`src/sv/iee_pkg.sv`:
```
package iee_pkg;

    localparam int VALUE_WIDTH_DEF = 32;
    localparam int RESULT_WIDTH    = 32;
    localparam int CH_WIDTH        = 8;
    localparam int QUEUE_DEPTH     = 2;
    localparam int QPTR_W          = $clog2(QUEUE_DEPTH);
    localparam int QCNT_W          = $clog2(QUEUE_DEPTH + 1);

    localparam logic [CH_WIDTH-1:0] CH_PLUS  = 8'h2B;
    localparam logic [CH_WIDTH-1:0] CH_MINUS = 8'h2D;
    localparam logic [CH_WIDTH-1:0] CH_MUL   = 8'h2A;
    localparam logic [CH_WIDTH-1:0] CH_DIV   = 8'h2F;
    localparam logic [CH_WIDTH-1:0] CH_ZERO  = 8'h30;
    localparam logic [CH_WIDTH-1:0] CH_NINE  = 8'h39;

    typedef enum logic [2:0] {
        CMD_DIGIT,
        CMD_MUL,
        CMD_DIV,
        CMD_ADD,
        CMD_SUB,
        CMD_END
    } cmd_kind_t;

    typedef struct packed {
        cmd_kind_t  kind;
        logic [3:0] digit;
        logic       last;
    } cmd_t;

    typedef enum logic [1:0] {
        TOP_NONE,
        TOP_MUL,
        TOP_DIV
    } term_op_t;

    typedef enum logic [1:0] {
        BS_IDLE,
        BS_EXEC,
        BS_WAIT
    } back_state_t;

    typedef enum logic [1:0] {
        MD_IDLE,
        MD_RUN,
        MD_FIX
    } md_state_t;

    typedef struct packed {
        logic start;
        logic is_div;
    } md_req_t;

    typedef struct packed {
        logic busy;
        logic done;
        logic div_zero;
    } md_rsp_t;

endpackage

```
`src/sv/iee_front.sv`:
```
module iee_front (
    input  logic                          clk,
    input  logic                          rst_n,
    input  logic                          s_tvalid,
    output logic                          s_tready,
    input  logic [iee_pkg::CH_WIDTH-1:0]  s_tdata,
    input  logic                          s_tlast,
    output logic                          cmd_valid,
    input  logic                          cmd_ready,
    output iee_pkg::cmd_t                 cmd
);
    import iee_pkg::*;

    logic       vld_reg;
    logic       vld_next;
    cmd_t       cmd_reg;
    cmd_t       cmd_next;
    logic       accept;
    logic       is_digit;
    logic       keep;

    assign s_tready  = !vld_reg || cmd_ready;
    assign accept    = s_tvalid && s_tready;
    assign cmd_valid = vld_reg;
    assign cmd       = cmd_reg;
    assign is_digit  = (s_tdata >= CH_ZERO) && (s_tdata <= CH_NINE);

    // classify the character; unknown characters only survive to carry the end mark
    always_comb
    begin
        cmd_next       = cmd_reg;
        keep           = 1'b1;
        cmd_next.last  = s_tlast;
        cmd_next.digit = 4'(s_tdata - CH_ZERO);
        if (is_digit)
        begin
            cmd_next.kind = CMD_DIGIT;
        end
        else
        begin
            case (s_tdata)
                CH_MUL:   cmd_next.kind = CMD_MUL;
                CH_DIV:   cmd_next.kind = CMD_DIV;
                CH_PLUS:  cmd_next.kind = CMD_ADD;
                CH_MINUS: cmd_next.kind = CMD_SUB;
                default:
                begin
                    cmd_next.kind = CMD_END;
                    keep          = s_tlast;
                end
            endcase
        end
    end

    always_comb
    begin
        vld_next = vld_reg;
        if (accept)
        begin
            vld_next = keep;
        end
        else if (cmd_ready)
        begin
            vld_next = 1'b0;
        end
    end

    always_ff @(posedge clk or negedge rst_n)
    begin
        if (!rst_n)
        begin
            vld_reg <= 1'b0;
        end
        else
        begin
            vld_reg <= vld_next;
        end
    end

    always_ff @(posedge clk)
    begin
        if (accept)
        begin
            cmd_reg <= cmd_next;
        end
    end

endmodule

```
`src/sv/iee_fifo.sv`:
```
module iee_fifo (
    input  logic          clk,
    input  logic          rst_n,
    input  logic          in_valid,
    output logic          in_ready,
    input  iee_pkg::cmd_t in_cmd,
    output logic          out_valid,
    input  logic          out_ready,
    output iee_pkg::cmd_t out_cmd
);
    import iee_pkg::*;

    cmd_t              mem_reg [QUEUE_DEPTH];
    logic [QPTR_W-1:0] wr_reg;
    logic [QPTR_W-1:0] wr_next;
    logic [QPTR_W-1:0] rd_reg;
    logic [QPTR_W-1:0] rd_next;
    logic [QCNT_W-1:0] cnt_reg;
    logic [QCNT_W-1:0] cnt_next;
    logic              push;
    logic              pop;

    assign in_ready  = cnt_reg < QCNT_W'(QUEUE_DEPTH);
    assign out_valid = cnt_reg != '0;
    assign push      = in_valid && in_ready;
    assign pop       = out_valid && out_ready;
    assign out_cmd   = mem_reg[rd_reg];

    always_comb
    begin
        wr_next  = wr_reg;
        rd_next  = rd_reg;
        cnt_next = cnt_reg;
        if (push)
        begin
            wr_next = (wr_reg == QPTR_W'(QUEUE_DEPTH - 1)) ? '0 : wr_reg + 1'b1;
        end
        if (pop)
        begin
            rd_next = (rd_reg == QPTR_W'(QUEUE_DEPTH - 1)) ? '0 : rd_reg + 1'b1;
        end
        if (push && !pop)
        begin
            cnt_next = cnt_reg + 1'b1;
        end
        else if (pop && !push)
        begin
            cnt_next = cnt_reg - 1'b1;
        end
    end

    always_ff @(posedge clk or negedge rst_n)
    begin
        if (!rst_n)
        begin
            wr_reg  <= '0;
            rd_reg  <= '0;
            cnt_reg <= '0;
        end
        else
        begin
            wr_reg  <= wr_next;
            rd_reg  <= rd_next;
            cnt_reg <= cnt_next;
        end
    end

    always_ff @(posedge clk)
    begin
        if (push)
        begin
            mem_reg[wr_reg] <= in_cmd;
        end
    end

endmodule

```
`src/sv/iee_muldiv.sv`:
```
module iee_muldiv #(
    parameter int VALUE_WIDTH = iee_pkg::VALUE_WIDTH_DEF
) (
    input  logic                   clk,
    input  logic                   rst_n,
    input  iee_pkg::md_req_t       req,
    input  logic [VALUE_WIDTH-1:0] opa,
    input  logic [VALUE_WIDTH-1:0] opb,
    output iee_pkg::md_rsp_t       rsp,
    output logic [VALUE_WIDTH-1:0] quot
);
    import iee_pkg::*;

    localparam int W  = VALUE_WIDTH;
    localparam int CW = $clog2(W);

    md_state_t       st_reg;
    md_state_t       st_next;
    logic [CW-1:0]   cnt_reg;
    logic [CW-1:0]   cnt_next;
    logic            div_reg;
    logic            div_next;
    logic            neg_reg;
    logic            neg_next;
    logic            dz_reg;
    logic            dz_next;
    logic [W-1:0]    rem_reg;
    logic [W-1:0]    rem_next;
    logic [W-1:0]    acc_reg;
    logic [W-1:0]    acc_next;
    logic [W-1:0]    x_reg;
    logic [W-1:0]    x_next;
    logic [W-1:0]    y_reg;
    logic [W-1:0]    y_next;
    logic            b_zero;
    logic [W-1:0]    a_mag;
    logic [W-1:0]    b_mag;
    logic [W:0]      rem_sh;
    logic [W:0]      dvs_ext;
    logic [W:0]      rem_sub;
    logic            rem_ge;

    assign b_zero  = opb == '0;
    assign a_mag   = opa[W-1] ? W'(-opa) : opa;
    assign b_mag   = opb[W-1] ? W'(-opb) : opb;
    assign rem_sh  = {rem_reg, x_reg[W-1]};
    assign dvs_ext = {1'b0, y_reg};
    assign rem_ge  = rem_sh >= dvs_ext;
    assign rem_sub = rem_sh - dvs_ext;

    assign rsp.busy     = st_reg != MD_IDLE;
    assign rsp.done     = st_reg == MD_FIX;
    assign rsp.div_zero = dz_reg;
    assign quot         = neg_reg ? W'(-acc_reg) : acc_reg;

    always_comb
    begin
        st_next = st_reg;
        case (st_reg)
            MD_IDLE:
            begin
                if (req.start)
                begin
                    st_next = (req.is_div && b_zero) ? MD_FIX : MD_RUN;
                end
            end
            MD_RUN:
            begin
                if (cnt_reg == '0)
                begin
                    st_next = MD_FIX;
                end
            end
            MD_FIX:  st_next = MD_IDLE;
            default: st_next = MD_IDLE;
        endcase
    end

    // shift-subtract divide on magnitudes, shift-add multiply, one bit per cycle
    always_comb
    begin
        cnt_next = cnt_reg;
        div_next = div_reg;
        neg_next = neg_reg;
        dz_next  = dz_reg;
        rem_next = rem_reg;
        acc_next = acc_reg;
        x_next   = x_reg;
        y_next   = y_reg;
        case (st_reg)
            MD_IDLE:
            begin
                if (req.start)
                begin
                    cnt_next = CW'(W - 1);
                    div_next = req.is_div;
                    dz_next  = req.is_div && b_zero;
                    neg_next = req.is_div && !b_zero && (opa[W-1] ^ opb[W-1]);
                    rem_next = '0;
                    acc_next = '0;
                    x_next   = req.is_div ? a_mag : opa;
                    y_next   = req.is_div ? b_mag : opb;
                end
            end
            MD_RUN:
            begin
                cnt_next = cnt_reg - 1'b1;
                x_next   = {x_reg[W-2:0], 1'b0};
                if (div_reg)
                begin
                    rem_next = rem_ge ? rem_sub[W-1:0] : rem_sh[W-1:0];
                    acc_next = {acc_reg[W-2:0], rem_ge};
                end
                else
                begin
                    y_next = {1'b0, y_reg[W-1:1]};
                    if (y_reg[0])
                    begin
                        acc_next = acc_reg + x_reg;
                    end
                end
            end
            default:
            begin
            end
        endcase
    end

    always_ff @(posedge clk or negedge rst_n)
    begin
        if (!rst_n)
        begin
            st_reg <= MD_IDLE;
        end
        else
        begin
            st_reg <= st_next;
        end
    end

    always_ff @(posedge clk)
    begin
        cnt_reg <= cnt_next;
        div_reg <= div_next;
        neg_reg <= neg_next;
        dz_reg  <= dz_next;
        rem_reg <= rem_next;
        acc_reg <= acc_next;
        x_reg   <= x_next;
        y_reg   <= y_next;
    end

endmodule

```
`src/sv/iee_back.sv`:
```
module iee_back #(
    parameter int VALUE_WIDTH = iee_pkg::VALUE_WIDTH_DEF
) (
    input  logic                              clk,
    input  logic                              rst_n,
    input  logic                              cmd_valid,
    output logic                              cmd_ready,
    input  iee_pkg::cmd_t                     cmd,
    output logic                              m_tvalid,
    input  logic                              m_tready,
    output logic [iee_pkg::RESULT_WIDTH-1:0]  m_tdata,
    output logic                              m_tuser
);
    import iee_pkg::*;

    localparam int W = VALUE_WIDTH;

    back_state_t             state_reg;
    back_state_t             state_next;
    cmd_t                    cur_reg;
    cmd_t                    cur_next;
    logic [W-1:0]            number_reg;
    logic [W-1:0]            number_next;
    logic [W-1:0]            term_reg;
    logic [W-1:0]            term_next;
    logic [W-1:0]            sum_reg;
    logic [W-1:0]            sum_next;
    term_op_t                term_op_reg;
    term_op_t                term_op_next;
    logic                    add_sign_reg;
    logic                    add_sign_next;
    logic                    div_err_reg;
    logic                    div_err_next;
    logic                    fdone_reg;
    logic                    fdone_next;
    logic                    out_valid_reg;
    logic                    out_valid_next;
    logic [RESULT_WIDTH-1:0] out_result_reg;
    logic [RESULT_WIDTH-1:0] out_result_next;
    logic                    out_dz_reg;
    logic                    out_dz_next;

    md_req_t                 md_req;
    md_rsp_t                 md_rsp;
    logic [W-1:0]            md_q;

    logic                    pending;
    logic                    out_free;
    logic                    is_digit;
    logic                    is_end;
    logic                    stall;
    logic                    act_done;
    logic                    emit;
    logic [W-1:0]            new_term;
    logic [W-1:0]            total;

    assign cmd_ready = state_reg == BS_IDLE;
    assign m_tvalid  = out_valid_reg;
    assign m_tdata   = out_result_reg;
    assign m_tuser   = out_dz_reg;

    assign pending  = ((term_op_reg == TOP_MUL) || (term_op_reg == TOP_DIV)) && !fdone_reg;
    assign out_free = !out_valid_reg || m_tready;
    assign is_digit = cur_reg.kind == CMD_DIGIT;
    assign is_end   = cur_reg.kind == CMD_END;
    assign stall    = !is_digit && (pending || (is_end && !out_free));
    assign act_done = (state_reg == BS_EXEC) && !stall;
    assign emit     = act_done && is_end;
    assign new_term = fdone_reg ? term_reg : number_reg;
    assign total    = add_sign_reg ? sum_reg - new_term : sum_reg + new_term;

    assign md_req.start  = (state_reg == BS_EXEC) && !is_digit && pending;
    assign md_req.is_div = term_op_reg == TOP_DIV;

    iee_muldiv #(
        .VALUE_WIDTH (VALUE_WIDTH)
    ) u_muldiv (
        .clk   (clk),
        .rst_n (rst_n),
        .req   (md_req),
        .opa   (term_reg),
        .opb   (number_reg),
        .rsp   (md_rsp),
        .quot  (md_q)
    );

    always_comb
    begin
        state_next = state_reg;
        case (state_reg)
            BS_IDLE:
            begin
                if (cmd_valid)
                begin
                    state_next = BS_EXEC;
                end
            end
            BS_EXEC:
            begin
                if (md_req.start)
                begin
                    state_next = BS_WAIT;
                end
                else if (act_done && !(cur_reg.last && !is_end))
                begin
                    state_next = BS_IDLE;
                end
            end
            BS_WAIT:
            begin
                if (md_rsp.done)
                begin
                    state_next = BS_EXEC;
                end
            end
            default: state_next = BS_IDLE;
        endcase
    end

    always_comb
    begin
        cur_next        = cur_reg;
        number_next     = number_reg;
        term_next       = term_reg;
        sum_next        = sum_reg;
        term_op_next    = term_op_reg;
        add_sign_next   = add_sign_reg;
        div_err_next    = div_err_reg;
        fdone_next      = fdone_reg;
        out_result_next = out_result_reg;
        out_dz_next     = out_dz_reg;
        out_valid_next  = m_tready ? 1'b0 : out_valid_reg;

        if ((state_reg == BS_IDLE) && cmd_valid)
        begin
            cur_next = cmd;
        end

        if ((state_reg == BS_WAIT) && md_rsp.done)
        begin
            term_next    = md_q;
            number_next  = '0;
            fdone_next   = 1'b1;
            div_err_next = div_err_reg || md_rsp.div_zero;
        end

        if (act_done)
        begin
            // last character done: run the closing step next
            if (cur_reg.last && !is_end)
            begin
                cur_next.kind = CMD_END;
            end
            if (!is_digit)
            begin
                number_next = '0;
                fdone_next  = 1'b0;
            end
            case (cur_reg.kind)
                CMD_DIGIT:
                begin
                    number_next = (number_reg << 3) + (number_reg << 1)
                                + {{(W-4){1'b0}}, cur_reg.digit};
                end
                CMD_MUL:
                begin
                    term_next    = new_term;
                    term_op_next = TOP_MUL;
                end
                CMD_DIV:
                begin
                    term_next    = new_term;
                    term_op_next = TOP_DIV;
                end
                CMD_ADD, CMD_SUB:
                begin
                    sum_next      = total;
                    term_next     = '0;
                    term_op_next  = TOP_NONE;
                    add_sign_next = cur_reg.kind == CMD_SUB;
                end
                CMD_END:
                begin
                    out_valid_next  = 1'b1;
                    out_result_next = RESULT_WIDTH'($signed(total));
                    out_dz_next     = div_err_reg;
                    sum_next        = '0;
                    term_next       = '0;
                    term_op_next    = TOP_NONE;
                    add_sign_next   = 1'b0;
                    div_err_next    = 1'b0;
                end
                default:
                begin
                end
            endcase
        end
    end

    always_ff @(posedge clk or negedge rst_n)
    begin
        if (!rst_n)
        begin
            state_reg     <= BS_IDLE;
            number_reg    <= '0;
            term_reg      <= '0;
            sum_reg       <= '0;
            term_op_reg   <= TOP_NONE;
            add_sign_reg  <= 1'b0;
            div_err_reg   <= 1'b0;
            fdone_reg     <= 1'b0;
            out_valid_reg <= 1'b0;
        end
        else
        begin
            state_reg     <= state_next;
            number_reg    <= number_next;
            term_reg      <= term_next;
            sum_reg       <= sum_next;
            term_op_reg   <= term_op_next;
            add_sign_reg  <= add_sign_next;
            div_err_reg   <= div_err_next;
            fdone_reg     <= fdone_next;
            out_valid_reg <= out_valid_next;
        end
    end

    always_ff @(posedge clk)
    begin
        cur_reg        <= cur_next;
        out_result_reg <= out_result_next;
        out_dz_reg     <= out_dz_next;
    end

`ifndef SYNTHESIS
    a_start_idle: assert property (@(posedge clk) disable iff (!rst_n)
        md_req.start |-> !md_rsp.busy)
        else $error("muldiv started while busy");

    a_done_in_wait: assert property (@(posedge clk) disable iff (!rst_n)
        md_rsp.done |-> state_reg == BS_WAIT)
        else $error("muldiv result with no waiting operator");

    a_emit_shows: assert property (@(posedge clk) disable iff (!rst_n)
        emit |=> out_valid_reg)
        else $error("result lost at end of expression");

    a_emit_clears: assert property (@(posedge clk) disable iff (!rst_n)
        emit |=> (sum_reg == '0) && !div_err_reg && (term_op_reg == TOP_NONE))
        else $error("state not cleared after result");
`endif

endmodule

```
`src/sv/infix_expression_evaluator_top.sv`:
```
// Infix integer expression evaluator. Characters arrive one per request on the
// s_ side (digits and + - * /, other characters ignored, s_tlast on the final
// one); one result comes out on the m_ side per expression: the value with
// usual precedence, computed at VALUE_WIDTH bits with wrap-around and given as
// 32 bits, plus a sticky divide-by-zero flag in m_tuser (quotient then 0).
// The front stage classifies a character and queues it, so the
// input runs ahead of evaluation by up to three characters. The evaluator
// takes no new character before it is through with the last; an operator (or
// the end) that closes a pending * or / runs the shared shift-add /
// shift-subtract unit, one bit per cycle. The end of an expression runs as a
// closing step of its own, unless the final character is an ignored one, which
// then carries that step.
module infix_expression_evaluator_top #(
    parameter int VALUE_WIDTH = iee_pkg::VALUE_WIDTH_DEF
) (
    input  logic                              clk,
    input  logic                              rst_n,
    input  logic                              s_tvalid,
    output logic                              s_tready,
    input  logic [iee_pkg::CH_WIDTH-1:0]      s_tdata,   // ch
    input  logic                              s_tlast,
    output logic                              m_tvalid,
    input  logic                              m_tready,
    output logic [iee_pkg::RESULT_WIDTH-1:0]  m_tdata,   // result
    output logic                              m_tuser    // div_by_zero
);
    import iee_pkg::*;

    logic fe_valid;
    logic fe_ready;
    cmd_t fe_cmd;
    logic q_valid;
    logic q_ready;
    cmd_t q_cmd;

    iee_front u_front (
        .clk       (clk),
        .rst_n     (rst_n),
        .s_tvalid  (s_tvalid),
        .s_tready  (s_tready),
        .s_tdata   (s_tdata),
        .s_tlast   (s_tlast),
        .cmd_valid (fe_valid),
        .cmd_ready (fe_ready),
        .cmd       (fe_cmd)
    );

    iee_fifo u_fifo (
        .clk       (clk),
        .rst_n     (rst_n),
        .in_valid  (fe_valid),
        .in_ready  (fe_ready),
        .in_cmd    (fe_cmd),
        .out_valid (q_valid),
        .out_ready (q_ready),
        .out_cmd   (q_cmd)
    );

    iee_back #(
        .VALUE_WIDTH (VALUE_WIDTH)
    ) u_back (
        .clk       (clk),
        .rst_n     (rst_n),
        .cmd_valid (q_valid),
        .cmd_ready (q_ready),
        .cmd       (q_cmd),
        .m_tvalid  (m_tvalid),
        .m_tready  (m_tready),
        .m_tdata   (m_tdata),
        .m_tuser   (m_tuser)
    );

endmodule
```
`config.mk`:
```
export PLATFORM = sky130hd
export DESIGN_NAME = infix_expression_evaluator_top
export DESIGN_NICKNAME = d
export VERILOG_FILES = /design/src/sv/iee_pkg.sv /design/src/sv/iee_front.sv /design/src/sv/iee_fifo.sv /design/src/sv/iee_muldiv.sv /design/src/sv/iee_back.sv /design/src/sv/infix_expression_evaluator_top.sv
export SDC_FILE = /design/constraint.sdc
export NUM_CORES = 1
export LEC_CHECK = 0
export BUFFER_PORTS_ARGS = -buffer_cell sky130_fd_sc_hd__buf_2
export CORE_MARGIN = 5
export CORE_UTILIZATION = 45
export CTS_CLUSTER_SIZE = 10
export DETAILED_ROUTE_END_ITERATION = 8
export HOLD_SLACK_MARGIN = 0.02
export PLACE_DENSITY = 0.56
export SYNTH_ARGS = -nofsm -noshare
export SYNTH_HDL_FRONTEND = slang
export SYNTH_HIERARCHICAL = 1
export SYNTH_SLANG_ARGS = --single-unit
```
`constraint.sdc`:
```
create_clock -name clk -period 16.3 [get_ports clk]
set_input_delay 2.445 -clock clk [delete_from_list [all_inputs] [get_ports clk]]
set_output_delay 2.445 -clock clk [all_outputs]
set_load 0.03 [all_outputs]
```
==> results of run 1 <==
-- layout make-up --
type	instances	area (um^2)
Multi-Input combinational cell	1952	13400
Inverter	93	349
Sequential cell	312	8780
Tap cell	672	841
Clock buffer	59	1110
Clock inverter	11	63.8
Fill cell	4760	25400
Timing Repair Buffer	67	388
-- cells in the final DEF, fill, tap and decap left out, types with 91 or more instances in the layout --
master	n
nand2_1	255
o21ai_0	203
edfxtp_1	198
a21oi_1	167
nor2_1	162
ha_1	159
xnor2_1	128
dfrtp_1	110
mux2i_1	94
inv_1	93
xor2_1	91
-- metal layers --
layer  up-vias  GRT usage  routed length (um)
met3        79     0.0253                2580
met5         -          0                   0
li1       9105          -                   -
met1      8808      0.317               30300
met2       401      0.323               26000
met4         0     0.0714                1980
-- worst max path at each step --
stage                                          end  slack (ps)  cells past startpoint
floorplan           u_back/sum_reg[31]$_DFFE_PN0P_       11130                     24
global placement    u_back/sum_reg[31]$_DFFE_PN0P_       11090                     20
detailed placement  u_back/sum_reg[31]$_DFFE_PN0P_       10980                     20
CTS                 u_back/sum_reg[31]$_DFFE_PN0P_       10990                     20
global route        u_back/sum_reg[31]$_DFFE_PN0P_       10560                     20
finish              u_back/sum_reg[31]$_DFFE_PN0P_       10980                     20
-- worst max-delay path, cell delays in order, from the launching register on --
cell	delay [ps]
dfrtp_2	330
buf_4	630
mux2_2	450
inv_1	70
ha_1	170
o221ai_1	210
nor4_2	320
and2_1	250
nand4_1	140
nor2_2	240
a21oi_1	110
xor2_1	190
ha_1	390
a2111oi_2	440
nand2b_1	100
a21oi_1	150
a211oi_1	110
a2111o_1	420
o221ai_1	200
xnor2_1	120
a22o_1	200
-- metrics by stage --
stage | instances | cell area [um^2] | util | hold slack (ps)
2_1_floorplan | 2471 | 23000 | - | 421
3_3_place_gp | 3096 | 23800 | 0.472 | 426
3_5_place_dp | 3096 | 23800 | 0.472 | 432
4_1_cts | 3166 | 24900 | 0.495 | 445
5_1_grt | 3166 | 24900 | 0.495 | 448
6_report | 3166 | 24900 | 0.495 | 443
==> results.json, run 1 <==
{
  "outcome": "completed",
  "synthCells": 2471,
  "drc": 0,
  "fin_crit_ps": 5320,
  "rows": 82,
  "fin_ws_ps": 10980,
  "die_w_um": 236,
  "whs_endpoint": "u_fifo/mem_reg[1][2]$_DFFE_PP_",
  "reg2reg_from": "u_back/fdone_reg$_DFF_PN0_",
  "slew_headroom": 0.198,
  "fp.dieH_um": 236,
  "tns_ps": 0,
  "setup_viol": 0,
  "clkTransAtPathRegs_ps": 60,
  "worstSkewPairLatency_ps": 570,
  "r2r_cells": 20,
  "routedWlPerCell_um": 19.2,
  "hold_buffers": 0,
  "cp_max_fo": 67,
  "start_kind": "register",
  "rrSetupSlack_ps": 10980,
  "io_pins": 48,
  "cp.arrival_ps": 5780,
  "areaGrowthSynthToFinish_pct": 8.57,
  "cts_tree": "yes",
  "tightest_slew_ps": 1200,
  "crit_path_end_kind": "register",
  "grt_pass1_vias": 17900,
  "drt-initial-drc-count": 1306,
  "dp_slack_ps": 10980,
  "netlist_area_mm2": 0.0230,
  "root_buffer": "clkbuf_16",
  "port_buffers": 47,
  "cts_sinks": 312,
  "min_path_cells": 0,
  "fin_crit_sh": 0.327,
  "crit_start": "u_back/fdone_reg$_DFF_PN0_",
  "synth.avg_cell_area_um2": 9.30,
  "grt_pass1_wl_um": 98400,
  "syn-num-nets": 2648,
  "post_cts.repair.setup_buffers": 0,
  "post_cts_resized": 0,
  "worstPathRequired_ps": 16760,
  "num-nets-final": 2643,
  "drv_slew": 0,
  "antenna_found_initial": 0,
  "via_per_inst": 5.81,
  "rsz0062_at_grt": "no",
  "cts_max_level": 2,
  "cap_violations": 0,
  "place.gp.congestion": 0.879,
  "core_area_mm2": 0.0504,
  "antenna_cells": 0,
  "reg2reg_to": "u_back/sum_reg[31]$_DFFE_PN0P_",
  "grt_max_degree": 82,
  "vias": 18400,
  "dieArea_mm2": 0.0557,
  "ant_nets": 0,
  "grtUsageTotal": 0.213,
  "min_path_type": "register to register",
  "min_from": "u_front/cmd[2]$_DFFE_PP_",
  "drtPass1Iterations": 9,
  "clockBufferDepth": 3,
  "final.setup_skew_ps": 35.0,
  "cts_buffers": 40,
  "max_freq_mhz": 188,
  "critPathKind": "register to register",
  "place_hpwl_um": 44900,
  "overflow": 0,
  "start_util": 0.456,
  "hold_viol": 0,
  "yosysWarnings": 6,
  "drt_wl_total_um": 60900,
  "drive_above_1_share": 0.0690
}
Power of run 1 is left out: the tool's default activity adds up to more than one toggle a clock period on the data nets, which glitch-free logic cannot reach.
==> inputs of run 2 (changes only) <==
--- a/config.mk
+++ b/config.mk
@@ -11,7 +11,7 @@
 export CTS_CLUSTER_SIZE = 10
 export DETAILED_ROUTE_END_ITERATION = 8
 export HOLD_SLACK_MARGIN = 0.02
-export PLACE_DENSITY = 0.56
+export PLACE_DENSITY = 0.59
 export SYNTH_ARGS = -nofsm -noshare
 export SYNTH_HDL_FRONTEND = slang
 export SYNTH_HIERARCHICAL = 1
==> constraint.sdc (replaced) <==
create_clock -name clk -period 4.4 [get_ports clk]
set_input_delay 0.66 -clock clk [delete_from_list [all_inputs] [get_ports clk]]
set_output_delay 0.66 -clock clk [all_outputs]
set_load 0.03 [all_outputs]
==> run 2 against run 1 <==
- clock-buffer cell count shrank 1
- clock skew shrank 7.0 ps
- critical path depth shrank 2
- die area is the same
- flip-flop and latch count is the same
- via count grew 2.7%
- worst hold slack lost 280 ps
- critical path type unchanged
- critical endpoint is now u_back/sum_reg[30]$_DFFE_PN0P_
- highest routed layer unchanged
==> results.json, run 2 (synthesized netlist as in run 1, its figures left out) <==
{
  "outcome": "completed",
  "cp.arrival_ps": 4660,
  "io_pins": 48,
  "slew_headroom": 0.257,
  "start_util": 0.456,
  "areaGrowthSynthToFinish_pct": 11.5,
  "antenna_cells": 0,
  "cp_slowest_cell": "dfrtp_2",
  "fin_crit_sh": 0.953,
  "root_buffer": "clkbuf_16",
  "clockBufferDepth": 3,
  "die_w_um": 236,
  "vias": 18900,
  "drt-initial-drc-count": 1533,
  "tns_ps": 0,
  "critPathKind": "register to register",
  "fin_crit_ps": 4190,
  "routedWlPerCell_um": 19.5,
  "grt_max_degree": 64,
  "start_kind": "register",
  "num-nets-final": 2710,
  "max_freq_mhz": 239,
  "grtUsageTotal": 0.219,
  "placed_cell_area_mm2": 0.0243,
  "cap_violations": 0,
  "final_cell_mix": "nand2_1 (254), o21ai_0 (203), edfxtp_1 (198)",
  "drtPass1Iterations": 6,
  "min_path_type": "primary input to async pin",
  "drv_slew": 0,
  "worstPathRequired_ps": 4870,
  "dieArea_mm2": 0.0557,
  "cts_buffers": 40,
  "overflow": 0,
  "setup_viol": 0,
  "place.gp.congestion": 0.895,
  "tightest_slew_ps": 1110,
  "drive_above_1_share": 0.102,
  "cts_tree": "yes",
  "ant_nets": 0,
  "antenna_found_initial": 0,
  "hold_buffers": 0,
  "cp_max_fo": 7,
  "cp_num_buf_inv": 3,
  "grt_pass1_vias": 18100,
  "core_area_mm2": 0.0504,
  "crit_path_end_kind": "register",
  "grt_pass1_wl_um": 101000,
  "hold_viol": 0,
  "rows": 82,
  "fp.dieH_um": 236,
  "crit_path_cell_trace": "clkbuf_4 -> buf_4 -> nor4_2 -> o22a_2 -> nand4b_1 -> and4bb_1 -> buf_4 -> and3_1 -> a31oi_1 -> xor2_1 -> ha_1 -> and3_1 -> nand2_1 -> nor2_1 -> a211oi_1 -> o311ai_2 -> xor2_1 -> a22o_1",
  "place_hpwl_um": 46900,
  "final_common_cell": "nand2_1",
  "cts_sinks": 312,
  "final.setup_skew_ps": 28.0,
  "cts_max_level": 2,
  "post-route-cell-area_mm2": 0.0256,
  "worstSkewPairLatency_ps": 570,
  "max_stage_delay_ps": 470,
  "via_per_inst": 5.84,
  "drc": 0,
  "drt_wl_total_um": 63200,
  "port_buffers": 47,
  "clkTransAtPathRegs_ps": 60,
  "critical-path-top-delay-family": "simple AND/OR/NAND/NOR gates"
}
## run 2: changes by cell type in the layout (fill, tap and decap cells not counted), moves of 3 or more
cell      change
ha_1          -3
buf_4        +64
clkbuf_8      -4
nor3_1        -3
clkinv_1      -3
## run 2: metrics by stage
step                      setup WS (ps)  instances  hold WS, ps  utilization
after global placement              257       3158          426        0.483
after detailed placement            187       3158          434        0.483
after global routing              -38.8       3232          220        0.509
final                               209       3232          167        0.509
after floorplan                   -2.06       2471          364            -
after CTS                           176       3227          198        0.506
## run 2: final timing paths
| kind | startpoint | endpoint | slack [ps] | cells after the start |
|---|---|---|---|---|
| worst max-delay path | u_back/fdone_reg$_DFF_PN0_ | u_back/sum_reg[30]$_DFFE_PN0P_ | 210 | 18 |
| worst min-delay path | rst_n | u_back/sum_reg[25]$_DFFE_PN0P_ | 170 | 1 |
| worst max register to register | u_back/fdone_reg$_DFF_PN0_ | u_back/sum_reg[30]$_DFFE_PN0P_ | 210 | 18 |
| worst min register to register | u_front/cmd[1]$_DFFE_PP_ | u_fifo/mem_reg[0][1]$_DFFE_PP_ | 440 | 0 |
| max in group asynchronous | rst_n | u_back/term_reg[6]$_DFF_PN0_ | 3260 | 2 |
| min in group clk | s_tlast | u_front/cmd[0]$_DFFE_PP_ | 300 | 1 |
## run 2: layout make-up
cell class | instances | area, um^2
Tap cell | 672 | 841
Clock buffer | 58 | 1110
Timing Repair Buffer | 134 | 901
Inverter | 93 | 349
Clock inverter | 11 | 90.1
Fill cell | 4593 | 24800
Multi-Input combinational cell | 1952 | 13500
Sequential cell | 312 | 8780
## run 2: per-layer routing
| layer | global-route usage | vias to the layer above | wire, um |
|---|---|---|---|
| li1 | - | 9221 | - |
| met1 | 0.322 | 9052 | 30800 |
| met2 | 0.337 | 493 | 27100 |
| met3 | 0.0298 | 116 | 2850 |
| met4 | 0.0700 | 0 | 2360 |
| met5 | 0 | - | 0 |
## run 2: what timing repair did
item,4_1_cts,5_1_grt
buffers inserted,0,5
gates resized for setup,0,14
setup endpoints to repair,0,12
Power of run 2 is left out for the same reason.
==> inputs of run 3 (changes only) <==
--- a/config.mk
+++ b/config.mk
@@ -14,5 +14,4 @@
 export PLACE_DENSITY = 0.59
 export SYNTH_ARGS = -nofsm -noshare
 export SYNTH_HDL_FRONTEND = slang
-export SYNTH_HIERARCHICAL = 1
 export SYNTH_SLANG_ARGS = --single-unit
==> run 3 against run 2 <==
- maximum frequency fell by 2.5%
- flip-flop and latch count unchanged
- synthesized cell count down 1.8%
- synthesized area fell by 3.7%
- via count decreased by 3.6%
- critical endpoint is now u_back.sum_reg[29]$_DFFE_PN0P_
- largest cell class unchanged
==> results.json, run 3 <==
{
  "outcome": "completed",
  "setup_viol": 0,
  "start_util": 0.454,
  "cp.arrival_ps": 4760,
  "min_path_type": "primary input to async pin",
  "clockBufferDepth": 3,
  "cts_tree": "yes",
  "drt-initial-drc-count": 1494,
  "grtUsageTotal": 0.221,
  "cts_sinks": 312,
  "antenna_found_initial": 0,
  "die_w_um": 232,
  "place.gp.congestion": 0.929,
  "cap_violations": 0,
  "cts_buffers": 40,
  "antenna_cells": 0,
  "grt_pass1_wl_um": 96300,
  "final_common_cell": "nand2_1",
  "critPathKind": "register to register",
  "synth_area_leader_cell": "edfxtp_1",
  "yosys.cell_types.count": 76,
  "drtPass1Iterations": 6,
  "yosysWarnings": 0,
  "synth.avg_cell_area_um2": 9.11,
  "overflow": 0,
  "synth_common_cells": "nand2_1 (259), o21ai_0 (219), nor2_1 (209)",
  "drt_wl_total_um": 60900,
  "tns_ps": 0,
  "ant_nets": 0,
  "areaGrowthSynthToFinish_pct": 12.4,
  "grt_max_degree": 66,
  "synth-edff-count": 198,
  "drc": 0,
  "via_per_inst": 5.75,
  "fin_crit_sh": 0.977,
  "rows": 81,
  "dieArea_mm2": 0.0537,
  "cts_max_level": 2,
  "rrSetupSlack_ps": 100,
  "crit_path_end_kind": "register",
  "fp.dieH_um": 232,
  "final.setup_skew_ps": 19.9,
  "cp_max_fo": 7,
  "yosysTopAreaCellShare": 0.269,
  "slew_headroom": 0.258,
  "tightest_slew_ps": 1110,
  "synth.area.top_cells": "edfxtp_1 (27%), dfrtp_1 (13%), ha_1 (9.0%)",
  "worstSkewPairLatency_ps": 560,
  "port_buffers": 47,
  "yosysMostFrequentCell": "nand2_1",
  "start_kind": "register",
  "yosys_most_used_dff": "edfxtp_1",
  "io_pins": 48,
  "place_hpwl_um": 44500,
  "num-nets-final": 2652,
  "synthCells": 2427,
  "vias": 18200,
  "ys_ff_latch": 312,
  "netlist_area_mm2": 0.0221,
  "worstPathRequired_ps": 4860,
  "drv_slew": 0,
  "routedWlPerCell_um": 19.2,
  "grt_pass1_vias": 17500,
  "clkTransAtPathRegs_ps": 60,
  "core_area_mm2": 0.0487,
  "hold_viol": 0,
  "fin_crit_ps": 4300,
  "drive_above_1_share": 0.101,
  "max_freq_mhz": 233,
  "syn-num-nets": 2604,
  "rsz0062_at_grt": "yes",
  "final_cell_mix": "nand2_1 (258), o21ai_0 (214), nor2_1 (205)",
  "root_buffer": "clkbuf_16",
  "ys_seq_area_frac": 0.397,
  "ys_async_sr_fraction": 0.356
}
-- run 3: metal layers --
metal  part of all wire  global-route usage  routed length [um]  up-vias
met1               0.48               0.324               29500     8732
met2               0.44               0.344               26700      474
li1                   -                   -                   -     8904
met5                  0                   0                   0        -
met3              0.046              0.0263                2830       95
met4              0.030              0.0702                1850        0
-- run 3: metrics by stage --
stage	area, um^2	hold slack (ps)	instances	setup WS (ps)	utilization
2_1_floorplan	22300	364	2427	-151	-
3_3_place_gp	23500	426	3089	9.62	0.481
3_5_place_dp	23500	434	3089	-60.5	0.481
4_1_cts	24700	222	3160	6.48	0.506
5_1_grt	24900	267	3168	-54.0	0.510
6_report	24900	201	3168	99.7	0.510
-- run 3: cell type report --
class	instances	area, um^2
multi-input combinational	1907	12800
timing repair buffer	127	881
fill	4506	23900
sequential	312	8780
inverter	87	327
clock inverter	8	61.3
tap	664	831
clock buffer	63	1150
-- run 3: critical path, stage by stage (launching register included) --
cell and delay, ps:
dfrtp_2 500, mux2i_4 290, ha_2 220, o21ai_2 60
or2_4 250, o31ai_4 200, a21boi_4 230, nor2b_4 250
buf_4 150, xnor2_1 130, ha_1 280, a21o_1 170
a21o_1 180, a21oi_2 160, nor3b_1 70, a21oi_1 130
o211ai_1 210, a31o_2 260, a21oi_1 170, xnor2_1 100
a22o_1 200
-- run 3: logic make-up (layout without fill, tap and decap cells) --
group / count (synthesis) / count (layout) / synth area share
AND/OR/NAND/NOR: 741 / 741 / 0.155
AO/OA/AOI/OAI: 713 / 713 / 0.199
flip-flops: 312 / 312 / 0.397
XOR/XNOR: 228 / 228 / 0.0903
buffers and inverters: 208 / 285 / 0.0355
adder cells (fa/ha/maj): 164 / 164 / 0.0945
multiplexers: 61 / 61 / 0.0282
-- run 3: path summary, 6_finish.rpt --
| kind | start | to | depth (start not counted) |
|---|---|---|---|
| hold / removal | rst_n | u_back.number_reg[11]$_DFFE_PN0P_ | 1 |
| setup / recovery | u_back.fdone_reg$_DFF_PN0_ | u_back.sum_reg[29]$_DFFE_PN0P_ | 20 |
| setup reg to reg | u_back.fdone_reg$_DFF_PN0_ | u_back.sum_reg[29]$_DFFE_PN0P_ | 20 |
| hold reg to reg | u_front.cmd[4]$_DFFE_PP_ | u_fifo.mem_reg[1][4]$_DFFE_PP_ | 0 |
| min in group clk | s_tlast | u_front.cmd[0]$_DFFE_PP_ | 1 |
| max in group asynchronous | rst_n | u_back.term_reg[25]$_DFF_PN0_ | 2 |
-- run 3: timing repair --
action                     in CTS  in global routing
buffers inserted                0                  7
pin swaps                       0                 11
setup endpoints to repair       8                 21
gates resized for setup         2                 21
gates cloned                    0                  1
hold buffers                    0                  0
Power of run 3 is left out for the same reason.
